### config.mk
export PLATFORM = sky130hd
export DESIGN_NAME = gregorian_date_add_days_flat
export DESIGN_NICKNAME = d
export VERILOG_FILES = /design/src/hw/rtl/gda_pkg.sv /design/src/hw/rtl/gda_in_if.sv /design/src/hw/rtl/gda_out_if.sv /design/src/hw/rtl/gda_alu.sv /design/src/hw/rtl/gregorian_date_add_days.sv /design/src/flat_wrapper.sv
export SDC_FILE = /design/constraint.sdc
export NUM_CORES = 1
export LEC_CHECK = 0
export BUFFER_PORTS_ARGS = -buffer_cell sky130_fd_sc_hd__buf_2
export CELL_PAD_IN_SITES_DETAIL_PLACEMENT = 0
export CELL_PAD_IN_SITES_GLOBAL_PLACEMENT = 1
export CORE_MARGIN = 4
export CORE_UTILIZATION = 51
export CTS_BUF_LIST = sky130_fd_sc_hd__clkbuf_4 sky130_fd_sc_hd__clkbuf_8
export DETAILED_ROUTE_END_ITERATION = 8
export PLACE_DENSITY_LB_ADDON = 0.12
export SLEW_MARGIN = 20
export SYNTH_ARGS = -nofsm -noshare
export SYNTH_HDL_FRONTEND = slang
export SYNTH_HIERARCHICAL = 1
export SYNTH_SLANG_ARGS = --single-unit
### constraint.sdc
create_clock -name i_clk -period 9.5 [get_ports i_clk]
set_input_delay 1.425 -clock i_clk [delete_from_list [all_inputs] [get_ports i_clk]]
set_output_delay 1.425 -clock i_clk [all_outputs]
set_load 0.01 [all_outputs]
### src/hw/rtl/gda_pkg.sv
// Package for the Gregorian date adder: shared types, calendar constants
// and the month length function. No dependencies.
`default_nettype none

package gda_pkg;

    // Field and working widths
    localparam int unsigned DAY_W  = 5;
    localparam int unsigned MON_W  = 4;
    localparam int unsigned YEAR_W = 14;
    localparam int unsigned ADD_W  = 15;
    localparam int unsigned REST_W = 16;   // day count, up to 366 + 32767

    // Calendar constants
    localparam logic [YEAR_W-1:0] C_YEAR_MAX = 14'd9999;
    localparam logic [YEAR_W-1:0] C_Q400     = 14'd400;
    localparam logic [YEAR_W-1:0] C_Q100     = 14'd100;
    localparam logic [YEAR_W-1:0] C_Q200     = 14'd200;
    localparam logic [YEAR_W-1:0] C_Q300     = 14'd300;
    localparam logic [YEAR_W-1:0] C_Q399     = 14'd399;
    localparam logic [MON_W-1:0]  C_MONTHS   = 4'd12;
    localparam logic [MON_W-1:0]  C_JAN      = 4'd1;
    localparam logic [REST_W-1:0] C_YEAR_LEN = 16'd365;
    localparam logic [REST_W-1:0] C_LEAP_LEN = 16'd366;

    // Shared arithmetic unit
    typedef enum logic {
        ALU_ADD = 1'b0,
        ALU_SUB = 1'b1
    } t_alu_op;

    typedef struct packed {
        t_alu_op           op;
        logic [REST_W-1:0] a;
        logic [REST_W-1:0] b;
    } t_alu_req;

    typedef struct packed {
        logic [REST_W-1:0] res;
        logic              borrow;   // a < b on subtract
    } t_alu_rsp;

    // Days in month m; 0 for a month code outside 1..12
    function automatic logic [DAY_W-1:0] f_month_len(input logic [MON_W-1:0] m,
                                                     input logic lp);
        logic [DAY_W-1:0] len;
        unique case (m)
            4'd2:                                 len = lp ? 5'd29 : 5'd28;
            4'd4, 4'd6, 4'd9, 4'd11:              len = 5'd30;
            4'd1, 4'd3, 4'd5, 4'd7, 4'd8, 4'd10,
            4'd12:                                len = 5'd31;
            default:                              len = 5'd0;
        endcase
        return len;
    endfunction

endpackage

`default_nettype wire

### src/hw/rtl/gda_in_if.sv
// Input channel of the date adder: valid/ready plus the start date and day count.
// Depends on gda_pkg.
`default_nettype none

interface gda_in_if;
    import gda_pkg::*;

    logic              valid;
    logic              ready;
    logic [DAY_W-1:0]  start_day;
    logic [MON_W-1:0]  start_month;
    logic [YEAR_W-1:0] start_year;
    logic [ADD_W-1:0]  days_to_add;

    modport source (
        output valid, start_day, start_month, start_year, days_to_add,
        input  ready
    );
    modport sink (
        input  valid, start_day, start_month, start_year, days_to_add,
        output ready
    );
endinterface

`default_nettype wire

### src/hw/rtl/gda_out_if.sv
// Output channel of the date adder: valid/ready plus the result date and error flag.
// Depends on gda_pkg.
`default_nettype none

interface gda_out_if;
    import gda_pkg::*;

    logic              valid;
    logic              ready;
    logic [DAY_W-1:0]  end_day;
    logic [MON_W-1:0]  end_month;
    logic [YEAR_W-1:0] end_year;
    logic              bad_date;

    modport source (
        output valid, end_day, end_month, end_year, bad_date,
        input  ready
    );
    modport sink (
        input  valid, end_day, end_month, end_year, bad_date,
        output ready
    );
endinterface

`default_nettype wire

### src/hw/rtl/gda_alu.sv
// Shared add/subtract unit of the date adder, used by every sequencer step.
// Depends on gda_pkg.
`default_nettype none

module gda_alu
    import gda_pkg::*;
(
    input  t_alu_req i_req,
    output t_alu_rsp o_rsp
);

    logic [REST_W:0] w_sum;

    // One wide add or subtract; top bit is the borrow on subtract
    always_comb begin
        unique case (i_req.op)
            ALU_ADD: w_sum = {1'b0, i_req.a} + {1'b0, i_req.b};
            ALU_SUB: w_sum = {1'b0, i_req.a} - {1'b0, i_req.b};
            default: w_sum = '0;
        endcase
    end

    assign o_rsp.res    = w_sum[REST_W-1:0];
    assign o_rsp.borrow = (i_req.op == ALU_SUB) && w_sum[REST_W];

endmodule

`default_nettype wire

### src/hw/rtl/gregorian_date_add_days.sv
// Gregorian date plus a day count: sequencer and registers around one shared adder.
// Depends on gda_pkg, gda_in_if, gda_out_if and gda_alu.
//
// Usage:
//   i_in carries one transaction per date: start_day, start_month, start_year
//   and days_to_add. o_out returns one transaction per input: end_day,
//   end_month, end_year and bad_date. Both use valid/ready.
//   An invalid start date (day 0 or past month end, month outside 1..12,
//   year 0 or above 9999) sets bad_date and echoes the start date.
//   The sequencer walks from input transaction to o_out.valid in steps,
//   each one pass through the shared adder: year residue by 400, day add
//   with date check, month sums, whole-year walk and month walk.
//   One date is in work at a time; i_in.ready is high only while idle.
//   The result sits in an output register, so a new date is accepted while
//   the previous result waits; a stalled receiver holds the sequencer at its
//   last step once a second result is ready.
//   Reset (i_rst_n low, synchronous) returns to idle and drops o_out.valid.
`default_nettype none

module gregorian_date_add_days
    import gda_pkg::*;
(
    input  wire       i_clk,
    input  wire       i_rst_n,
    gda_in_if.sink    i_in,
    gda_out_if.source o_out
);

    typedef enum logic [6:0] {
        S_IDLE = 7'b0000001,
        S_MOD  = 7'b0000010,
        S_CHK  = 7'b0000100,
        S_MSUM = 7'b0001000,
        S_YEAR = 7'b0010000,
        S_MON  = 7'b0100000,
        S_DONE = 7'b1000000
    } t_state;

    t_state            r_state, n_state;
    logic [DAY_W-1:0]  r_day;
    logic [MON_W-1:0]  r_mon;
    logic [YEAR_W-1:0] r_year, n_year;
    logic [YEAR_W-1:0] r_m400, n_m400;   // year mod 400 once reduced
    logic [REST_W-1:0] r_rest, n_rest;
    logic [MON_W-1:0]  r_k, n_k;         // month walk counter
    logic              r_bad, n_bad;

    logic              r_ov;
    logic [DAY_W-1:0]  r_o_day;
    logic [MON_W-1:0]  r_o_mon;
    logic [YEAR_W-1:0] r_o_year;
    logic              r_o_bad;

    t_alu_req          w_req;
    t_alu_rsp          w_rsp;
    logic              w_leap;
    logic              w_invalid;
    logic              w_fits;
    logic              w_out_free;
    logic [DAY_W-1:0]  w_len_k;

    gda_alu u_alu (
        .i_req (w_req),
        .o_rsp (w_rsp)
    );

    // Leap year from low year bits and residue by 400
    assign w_leap = (r_year[1:0] == 2'b00) && (r_m400 != C_Q100) &&
                    (r_m400 != C_Q200) && (r_m400 != C_Q300);

    assign w_invalid = (r_mon == '0) || (r_mon > C_MONTHS) || (r_day == '0) ||
                       (r_year == '0) || (r_year > C_YEAR_MAX) ||
                       (r_day > f_month_len(r_mon, w_leap));

    assign w_len_k    = f_month_len(r_k, w_leap);
    // Subtract result taken when rest was strictly larger than the length
    assign w_fits     = w_rsp.borrow || (w_rsp.res == '0);
    assign w_out_free = !r_ov || o_out.ready;

    assign i_in.ready = (r_state == S_IDLE);

    // Shared adder operand selection
    always_comb begin
        w_req.op = ALU_SUB;
        w_req.a  = r_rest;
        w_req.b  = '0;
        unique case (r_state)
            S_MOD: begin
                w_req.a = {{(REST_W-YEAR_W){1'b0}}, r_m400};
                w_req.b = {{(REST_W-YEAR_W){1'b0}}, C_Q400};
            end
            S_CHK: begin
                w_req.op = ALU_ADD;
                w_req.b  = {{(REST_W-DAY_W){1'b0}}, r_day};
            end
            S_MSUM: begin
                w_req.op = ALU_ADD;
                w_req.b  = {{(REST_W-DAY_W){1'b0}}, w_len_k};
            end
            S_YEAR: begin
                w_req.b = w_leap ? C_LEAP_LEN : C_YEAR_LEN;
            end
            S_MON: begin
                w_req.b = {{(REST_W-DAY_W){1'b0}}, w_len_k};
            end
            default: begin
                w_req.a = r_rest;
            end
        endcase
    end

    // Sequencer
    always_comb begin
        n_state = r_state;
        n_year  = r_year;
        n_m400  = r_m400;
        n_rest  = r_rest;
        n_k     = r_k;
        n_bad   = r_bad;
        unique case (r_state)
            S_IDLE: begin
                if (i_in.valid) begin
                    n_state = S_MOD;
                end
            end
            S_MOD: begin
                if (w_rsp.borrow) begin
                    n_state = S_CHK;
                end else begin
                    n_m400 = w_rsp.res[YEAR_W-1:0];
                end
            end
            S_CHK: begin
                n_bad = w_invalid;
                n_k   = C_JAN;
                if (w_invalid) begin
                    n_state = S_DONE;
                end else begin
                    n_rest  = w_rsp.res;
                    n_state = S_MSUM;
                end
            end
            S_MSUM: begin
                if (r_k == r_mon) begin
                    n_state = S_YEAR;
                end else begin
                    n_rest = w_rsp.res;
                    n_k    = r_k + 4'd1;
                end
            end
            S_YEAR: begin
                if (w_fits) begin
                    n_k     = C_JAN;
                    n_state = S_MON;
                end else begin
                    n_rest = w_rsp.res;
                    n_year = r_year + 14'd1;
                    n_m400 = (r_m400 == C_Q399) ? '0 : r_m400 + 14'd1;
                end
            end
            S_MON: begin
                if (w_fits) begin
                    n_state = S_DONE;
                end else begin
                    n_rest = w_rsp.res;
                    n_k    = r_k + 4'd1;
                end
            end
            S_DONE: begin
                if (w_out_free) begin
                    n_state = S_IDLE;
                end
            end
            default: begin
                n_state = S_IDLE;
            end
        endcase
    end

    // Control state
    always_ff @(posedge i_clk) begin
        if (!i_rst_n) begin
            r_state <= S_IDLE;
            r_ov    <= 1'b0;
        end else begin
            r_state <= n_state;
            if (r_state == S_DONE && w_out_free) begin
                r_ov <= 1'b1;
            end else if (o_out.ready) begin
                r_ov <= 1'b0;
            end
        end
    end

    // Working registers; load on input transaction
    always_ff @(posedge i_clk) begin
        if (r_state == S_IDLE && i_in.valid) begin
            r_day  <= i_in.start_day;
            r_mon  <= i_in.start_month;
            r_year <= i_in.start_year;
            r_m400 <= i_in.start_year;
            r_rest <= {{(REST_W-ADD_W){1'b0}}, i_in.days_to_add};
            r_k    <= C_JAN;
            r_bad  <= 1'b0;
        end else begin
            r_year <= n_year;
            r_m400 <= n_m400;
            r_rest <= n_rest;
            r_k    <= n_k;
            r_bad  <= n_bad;
        end
    end

    // Output register
    always_ff @(posedge i_clk) begin
        if (r_state == S_DONE && w_out_free) begin
            r_o_bad  <= r_bad;
            r_o_year <= r_year;
            if (r_bad) begin
                r_o_day <= r_day;
                r_o_mon <= r_mon;
            end else begin
                r_o_day <= r_rest[DAY_W-1:0];
                r_o_mon <= r_k;
            end
        end
    end

    assign o_out.valid     = r_ov;
    assign o_out.end_day   = r_o_day;
    assign o_out.end_month = r_o_mon;
    assign o_out.end_year  = r_o_year;
    assign o_out.bad_date  = r_o_bad;

    // Checks
    a_accept_starts: assert property (@(posedge i_clk) disable iff (!i_rst_n)
        (i_in.valid && i_in.ready) |=> (r_state == S_MOD))
        else $error("accepted transaction did not start the residue step");

    a_residue_range: assert property (@(posedge i_clk) disable iff (!i_rst_n)
        (r_state == S_YEAR || r_state == S_MON || r_state == S_MSUM) |->
        (r_m400 < C_Q400))
        else $error("year residue not reduced below 400");

    a_month_walk: assert property (@(posedge i_clk) disable iff (!i_rst_n)
        (r_state == S_MON) |-> (r_k >= C_JAN && r_k <= C_MONTHS))
        else $error("month walk ran outside January..December");

    a_good_result: assert property (@(posedge i_clk) disable iff (!i_rst_n)
        (o_out.valid && !o_out.bad_date) |->
        (o_out.end_day != '0 && o_out.end_month >= C_JAN &&
         o_out.end_month <= C_MONTHS))
        else $error("valid result holds an impossible date");

    a_busy_not_ready: assert property (@(posedge i_clk) disable iff (!i_rst_n)
        (r_state == S_DONE && !w_out_free) |=> (r_state == S_DONE && !i_in.ready))
        else $error("finished result dropped while output stalled");

endmodule

`default_nettype wire

### src/flat_wrapper.sv
// flat-port wrapper written by rule: the top's interface ports become plain ports
module gregorian_date_add_days_flat import gda_pkg::*;
  (i_clk, i_rst_n, i_in_valid, i_in_start_day, i_in_start_month, i_in_start_year, i_in_days_to_add, i_in_ready, o_out_valid, o_out_end_day, o_out_end_month, o_out_end_year, o_out_bad_date, o_out_ready);
  gda_in_if i_in_i ();
  gda_out_if o_out_i ();
  input  wire i_clk;
  input  wire i_rst_n;
  input wire logic [$bits(i_in_i.valid)-1:0] i_in_valid;
  input wire logic [$bits(i_in_i.start_day)-1:0] i_in_start_day;
  input wire logic [$bits(i_in_i.start_month)-1:0] i_in_start_month;
  input wire logic [$bits(i_in_i.start_year)-1:0] i_in_start_year;
  input wire logic [$bits(i_in_i.days_to_add)-1:0] i_in_days_to_add;
  output wire logic [$bits(i_in_i.ready)-1:0] i_in_ready;
  output wire logic [$bits(o_out_i.valid)-1:0] o_out_valid;
  output wire logic [$bits(o_out_i.end_day)-1:0] o_out_end_day;
  output wire logic [$bits(o_out_i.end_month)-1:0] o_out_end_month;
  output wire logic [$bits(o_out_i.end_year)-1:0] o_out_end_year;
  output wire logic [$bits(o_out_i.bad_date)-1:0] o_out_bad_date;
  input wire logic [$bits(o_out_i.ready)-1:0] o_out_ready;
  assign i_in_i.valid = i_in_valid;
  assign i_in_i.start_day = i_in_start_day;
  assign i_in_i.start_month = i_in_start_month;
  assign i_in_i.start_year = i_in_start_year;
  assign i_in_i.days_to_add = i_in_days_to_add;
  assign i_in_ready = i_in_i.ready;
  assign o_out_valid = o_out_i.valid;
  assign o_out_end_day = o_out_i.end_day;
  assign o_out_end_month = o_out_i.end_month;
  assign o_out_end_year = o_out_i.end_year;
  assign o_out_bad_date = o_out_i.bad_date;
  assign o_out_i.ready = o_out_ready;
  gregorian_date_add_days u_core (.i_clk(i_clk), .i_rst_n(i_rst_n), .i_in(i_in_i), .o_out(o_out_i));
endmodule
==> results by group, run 1 <==
Hold path
  – Worst hold start: u_core/r_rest[15]
  – WHS Path Cells: 2
  – Hold Crit Class: flop to flop

GRT
  – Global router's overall resource usage: a little under a quarter
  – Vias in the first global route: ~4.7k
  – First-pass GRT wire length: between 20 and 25 mm
  – Grt total ovfl: 0
  – Initial antenna violation count: 0
  – Maximum number of pins on one net before global-route repair: 43

Logic synthesis
  – Ranking of synthesized cells by area: edfxtp_1, ha_1, nand2_1
  – Post-synthesis simple-gate area fraction: about 20%
  – Post-synthesis xor/xnor area fraction: 8.366%
  – Sequential area share after synthesis: between 40% and 50%
  – Post-synth top area cell: edfxtp_1
  – Main combinational cell family by area after synthesis: simple AND/OR/NAND/NOR gates
  – Synth top area share: between 30 and 40%
  – Synth warn: 6
  – Post-Syn Instances: about 650
  – Primary FF master, synth: edfxtp_1
  – Post-Syn Area: 6072 um^2
  – Post-synth EDFFs: between 70 and 80
  – Seq cells post-synth: 90
  – Most common cell in the netlist: nand2_1
  – Post-Synth Adder-Cell Area: under 10%
  – Synth Area in Compound Gates: between 10% and 20%
  – Post-synth ARST share: 0%
  – Post-Syn Area per Cell: around 9.3 um^2
  – Mux cell area share after synthesis: approximately 4.4%
  – Netlist cell types: between 60 and 70
  – Post-synth top cells: nand2_1, edfxtp_1, nor2_1

STA
  – Slew margin rel.: 32.01%
  – Max Fclk: ~140 MHz
  – Final period util: approximately 73%
  – Fin. Hold Viols: 0
  – Worst-margin pin slew: just over 1 ns
  – Setup-failing EPs final: 0
  – Total negative slack: 0 ns
  – Fin crit period: between 6 and 7 ns
  – Max Slew Vio Count: 0
  – RSZ-0062 raised after global routing: no
  – Worst Clk Skew: about 0.012 ns

Run status
  – Status: complete, no violations

Power and ir drop
  – Sw frac: about a third
  – Psw: a little over 400 uW
  – Pwr dens: between 150 and 200 nW/um^2
  – P_int: about 760 uW
  – Pleak: around 2.6 nW
  – Sequential power share: between 40 and 50%
  – Clock power frac: 23.4%
  – Total chip power: roughly 1.2 mW
  – Peak VDD IR: slightly above 0.08 mV
  – Combinational share of power: a little under a third

Floorplan
  – Cell Rows: 39
  – CORE AREA: approximately 12000 um^2
  – Die Y: 117.1 um
  – Die X: ~120 um
  – Initial Utilization: 52.73%
  – I/O pins: 68
  – Die area: ~14000 um^2

Detailed routing
  – Avg Vias per Cell: just under 6
  – Antenna-violating nets left: 0
  – Drt initial violations: between 400 and 500
  – WL per Instance: about 18 um
  – Via count: 5098
  – First-pass iteration count of the detailed router: 5
  – DRC viols: 0
  – Total Wirelength: 15.46 mm

Setup path
  – Crit. End Element: flop
  – Worst-path maximum fanout: 15
  – R2R Path Start: u_core/r_m400[8]
  – CP Launch Point: u_core/r_m400[8]
  – FF-to-FF path depth: 23
  – Crit path kind: flop to flop
  – Critical path data arrival time: 6.92 ns
  – Startpoint Class: flop
  – WP data required: about 9.5 ns

Clocking
  – CTS Buf Count: 9
  – CTS Hold Bufs: 0
  – Worst-Skew Late Latency: 0.37 ns
  – Max clock buf depth: 2
  – H-tree Lvls: 3
  – Post-CTS Setup Bufs: 0
  – Clock sinks: 90
  – CTS clk-pin slew, worst paths: 0.09 ns
  – Resized cells post-CTS: 0
  – CTS tree: done
  – Clk root buf: clkbuf_8

Place
  – HPWL after detailed placement: between 10 and 15 mm
  – Routability cong.: between 0.9 and 1
  – Dpl cells: ~860
  – Port Buffer Count: 67

Final layout
  – Filler Cell Count: 1002
  – Area Overhead vs Synth: 11.54%
  – Ant diodes: 0
  – Ratio of cells with drive above 1 in the final layout: 16.99%
  – Finished Layout Cells: slightly below 900
  – Final #Nets: around 800

Flow run
  – Maxcap violations: 0
## cell usage in the layout, fill, tap and decap left out, types with 5 or more instances in the layout
cell	count
and3_1	12
dfxtp_1	14
xor2_1	23
nor4_1	13
nand4_1	11
mux2_2	20
nor2b_1	8
buf_4	5
o22ai_1	8
edfxtp_1	76
nand2_1	93
buf_2	67
xnor2_1	35
ha_1	30
conb_1	22
nor2_1	51
nand2b_1	8
o21a_1	5
o211ai_1	10
a21oi_1	38
inv_1	32
nand3_1	22
nor3_1	15
o21ai_1	5
clkbuf_8	9
o21ai_0	25
## logic make-up after synthesis
group,count (synthesis)
mux,24
fa+ha+maj,31
other cells,1
flops,90
buf+inv,62
compound gates,131
xor+xnor,58
simple gates,254
## per-stage QoR
stage	area [um^2]	util, %	hold slack (ns)	setup WS, ns
6_report	6773	58.81	0.5250	2.576
5_1_grt	6773	58.81	0.5408	2.256
4_1_cts	6773	58.81	0.5204	2.605
3_5_place_dp	6574	57.08	0.4992	2.634
3_3_place_gp	6574	57.08	0.4891	2.918
2_1_floorplan	6151	-	0.4604	3.645
## worst max-delay path, cell delays in order (launching register included)
cell and delay [ns]:
edfxtp_1 0.53, nand2b_4 0.19, or4_1 0.47, a2111o_1 0.50, a41oi_2 0.21, nor4_1 0.06, a221o_1 0.33, inv_1 0.08
ha_1 0.19, a31o_2 0.20, o21ai_0 0.11, xnor2_1 0.19, ha_1 0.40, and3_1 0.25, a41o_1 0.26, o211ai_2 0.25
mux2i_1 0.26, xor2_1 0.31, nor4_1 0.11, a41oi_1 0.36, nand4_1 0.19, o2bb2ai_1 0.21, or2_2 0.29, nand2_1 0.61
## metal layers
| metal | GRT usage, % | routed length, um | up-vias |
|---|---|---|---|
| li1 | - | - | 2470 |
| met1 | 32.96 | 7114 | 2406 |
| met2 | 36.56 | 7043 | 207 |
| met3 | 2.416 | 1069 | 15 |
| met4 | 7.722 | 228 | 0 |
| met5 | 0 | 0 | - |
## state kept, by name (all words and copies together) (netlist names)
register and count:
u_core/o_out.bad_date 1, u_core/o_out.end_day 5, u_core/o_out.end_month 4, u_core/o_out.end_year 14, u_core/o_out.valid 1, u_core/r_bad 1
u_core/r_day 5, u_core/r_k 4, u_core/r_m400 14, u_core/r_mon 4, u_core/r_rest 16, u_core/r_state 7
u_core/r_year 14
## area by class of cell
cell class | count | area, um^2 | share of cell area, %
inverter | 32 | 120.1 | 1.774
tap | 143 | 178.9 | 2.642
clock inverter | 7 | 75.07 | 1.108
clock buffer | 9 | 123.9 | 1.829
timing repair buffer | 72 | 372.9 | 5.505
multi-input combinational | 520 | 3339 | 49.31
sequential | 90 | 2562 | 37.83
## power groups by stage
| stage | Clock [mW] | Combinational [mW] | Sequential, mW |
|---|---|---|---|
| after floorplan | 0 | 0.281 | 0.518 |
| after global placement | 0 | 0.347 | 0.540 |
| after detailed placement | 0 | 0.353 | 0.542 |
| after CTS | 0.281 | 0.355 | 0.533 |
| after global routing | 0.296 | 0.400 | 0.539 |
| final | 0.274 | 0.362 | 0.534 |
## path summary, 6_finish.rpt
kind                                     endpoint  slack (ns)
worst max-delay path             u_core/r_rest[1]        2.58
worst min-delay path            u_core/r_rest[15]        0.53
worst max register to register   u_core/r_rest[1]        2.58
worst min register to register  u_core/r_rest[15]        0.53
No activity file was read; power rests on OpenSTA's default activity.
==> inputs of run 2 (changes only) <==
--- a/config.mk
+++ b/config.mk
@@ -9,7 +9,7 @@
 export CELL_PAD_IN_SITES_DETAIL_PLACEMENT = 0
 export CELL_PAD_IN_SITES_GLOBAL_PLACEMENT = 1
 export CORE_MARGIN = 4
-export CORE_UTILIZATION = 51
+export CORE_UTILIZATION = 47
 export CTS_BUF_LIST = sky130_fd_sc_hd__clkbuf_4 sky130_fd_sc_hd__clkbuf_8
 export DETAILED_ROUTE_END_ITERATION = 8
 export PLACE_DENSITY_LB_ADDON = 0.12
==> constraint.sdc (replaced) <==
create_clock -name i_clk -period 7.2 [get_ports i_clk]
set_input_delay 1.08 -clock i_clk [delete_from_list [all_inputs] [get_ports i_clk]]
set_output_delay 1.08 -clock i_clk [all_outputs]
set_load 0.01 [all_outputs]
==> results by group, run 2 (same netlist as run 1, synthesis figures left out) <==
Setup path
  – R2R Path Start: u_core/r_m400[8]
  – Max stage delay on crit path: around 0.52 ns
  – Crit path kind: flop to flop
  – CP max stage cell: edfxtp_1
  – CP Launch Point: u_core/r_m400[8]
  – Critical path data arrival time: 6.70 ns
  – CP top delay family: compound AO/OA/AOI/OAI gates
  – Crit. End Element: flop
  – WP data required: 7.26 ns
  – Worst Path Buf+Inv: 2
  – Worst-path maximum fanout: 15
  – Startpoint Class: flop
  – Cells along the critical path: nand2b_4 -> or4_1 -> a2111o_1 -> a41oi_2 -> nor4_1 -> a221o_1 -> inv_1 -> ha_1 -> a31o_2 -> o21ai_0 -> xnor2_1 -> ha_1 -> and3_1 -> a41o_1 -> o211ai_2 -> mux2i_1 -> xor2_1 -> nor4_1 -> a41oi_1 -> nand4_1 -> o2bb2ai_1 -> or2_2 -> nand2_1 -> buf_4

STA
  – Setup-failing EPs final: 0
  – Max Fclk: between 150 and 200 MHz
  – Worst-margin pin slew: about 0.99 ns
  – Total negative slack: 0 ns
  – Fin. Hold Viols: 0
  – Fin crit period: about 6.6 ns
  – Final period util: between 90% and 100%
  – Max Slew Vio Count: 0
  – Slew margin rel.: roughly a third
  – Worst Clk Skew: about 0.006 ns
  – RSZ-0062 raised after global routing: no

Flow run
  – Maxcap violations: 0

Floorplan
  – Die Y: approximately 120 um
  – Cell Rows: a little over 40
  – Die area: between 10000 and 15000 um^2
  – Die X: roughly 120 um
  – CORE AREA: 12620 um^2
  – Initial Utilization: between 40% and 50%
  – I/O pins: 68

GRT
  – Initial antenna violation count: 0
  – Maximum number of pins on one net before global-route repair: 48
  – Vias in the first global route: about 4.7k
  – Grt total ovfl: 0
  – First-pass GRT wire length: approximately 24 mm
  – Global router's overall resource usage: a little over a fifth

Detailed routing
  – DRC viols: 0
  – Total Wirelength: around 15 mm
  – WL per Instance: around 17 um
  – Avg Vias per Cell: about 5.5
  – Via count: roughly 5k
  – First-pass iteration count of the detailed router: 5
  – Antenna-violating nets left: 0
  – Drt initial violations: approximately 430

Final layout
  – Largest Register: u_core/r_rest
  – Most frequent cells in the layout: nand2_1, edfxtp_1, buf_2
  – Final #Nets: 800
  – Most common cell after layout, fill and taps aside: nand2_1
  – Filler Cell Count: between 1k and 1.5k
  – Max reg flops: 16
  – Area Overhead vs Synth: 12.30%
  – Ratio of cells with drive above 1 in the final layout: roughly 17%
  – Ant diodes: 0

Clocking
  – Post-CTS Setup Bufs: 0
  – CTS Hold Bufs: 0
  – Worst-Skew Late Latency: roughly 0.37 ns
  – CTS Buf Count: 9
  – H-tree Lvls: 3
  – CTS tree: done
  – Clock sinks: 90
  – Resized cells post-CTS: 0
  – Clk root buf: clkbuf_8
  – CTS clk-pin slew, worst paths: approximately 0.090 ns
  – Max clock buf depth: 2

Hold path
  – Hold Crit Class: flop to flop
  – Worst hold start: u_core/r_rest[15]

Power and ir drop
  – Combinational share of power: a little under a third
  – Psw: 527.4 uW
  – P_int: approximately 1 mW
  – Total chip power: around 1.5 mW
  – Sw frac: around 34%
  – Sequential power share: a little under half
  – Pleak: 2.653 nW
  – Peak VDD IR: approximately 0.1 mV
  – Pwr dens: around 220 nW/um^2
  – Clock power frac: roughly 23%

Place
  – HPWL after detailed placement: about 11 mm
  – Port Buffer Count: 67
  – Routability cong.: between 0.8 and 0.9

Run status
  – Status: complete, no violations
-- run 2: cell type report --
type	count	area [um^2]	share of cell area, %
multi-input combinational	520	3339	48.97
sequential	90	2562	37.58
timing repair buffer	74	387.9	5.688
tap	172	215.2	3.156
clock buffer	11	138.9	2.037
inverter	32	120.1	1.761
clock inverter	5	55.05	0.8073
-- run 2: metrics by stage --
stage / instances / cell area [um^2] / setup WS [ns] / util (%) / hold slack (ns)
finish: 904 / 6819 / 0.5636 / 54.04 / 0.5215
global route: 904 / 6819 / 0.2931 / 54.04 / 0.5516
CTS: 904 / 6819 / 0.6443 / 54.04 / 0.5335
detailed placement: 888 / 6625 / 0.6669 / 52.50 / 0.4997
global placement: 888 / 6625 / 0.8456 / 52.50 / 0.4941
floorplan: 672 / 6151 / 1.345 / - / 0.4604
-- run 2: metal layers --
layer / track usage, % / part of all wire [%] / vias up / wire (um)
li1: - / - / 2488 / -
met1: 28.95 / 47 / 2304 / 7164
met2: 32.78 / 45 / 167 / 6853
met3: 2.739 / 5.5 / 24 / 837
met4: 8.894 / 2.3 / 0 / 357
met5: 0 / 0 / - / 0
-- run 2: path summary, 6_finish.rpt --
| kind | endpoint | cells after the start | slack [ns] |
|---|---|---|---|
| setup / recovery | u_core/r_rest[5] | 24 | 0.56 |
| hold / removal | u_core/r_rest[15] | 2 | 0.52 |
| setup reg to reg | u_core/r_rest[5] | 24 | 0.56 |
| hold reg to reg | u_core/r_rest[15] | 2 | 0.52 |
-- run 2: power by group through the flow --
| stage | Sequential (mW) | Clock, mW | Combinational [mW] |
|---|---|---|---|
| final | 0.703 | 0.353 | 0.476 |
| after global routing | 0.711 | 0.382 | 0.529 |
| after CTS | 0.703 | 0.360 | 0.470 |
| after detailed placement | 0.715 | 0 | 0.468 |
| after global placement | 0.713 | 0 | 0.464 |
| after floorplan | 0.683 | 0 | 0.370 |
-- run 2: worst register-to-register path, cell delays in order, from the launching register on --
cell and delay, ns:
edfxtp_1 0.52, nand2b_4 0.19, or4_1 0.46, a2111o_1 0.51, a41oi_2 0.22, nor4_1 0.06
a221o_1 0.33, inv_1 0.09, ha_1 0.19, a31o_2 0.20, o21ai_0 0.11, xnor2_1 0.19
ha_1 0.40, and3_1 0.25, a41o_1 0.25, o211ai_2 0.24, mux2i_1 0.26, xor2_1 0.32
nor4_1 0.13, a41oi_1 0.40, nand4_1 0.19, o2bb2ai_1 0.18, or2_2 0.29, nand2_1 0.07
buf_4 0.26
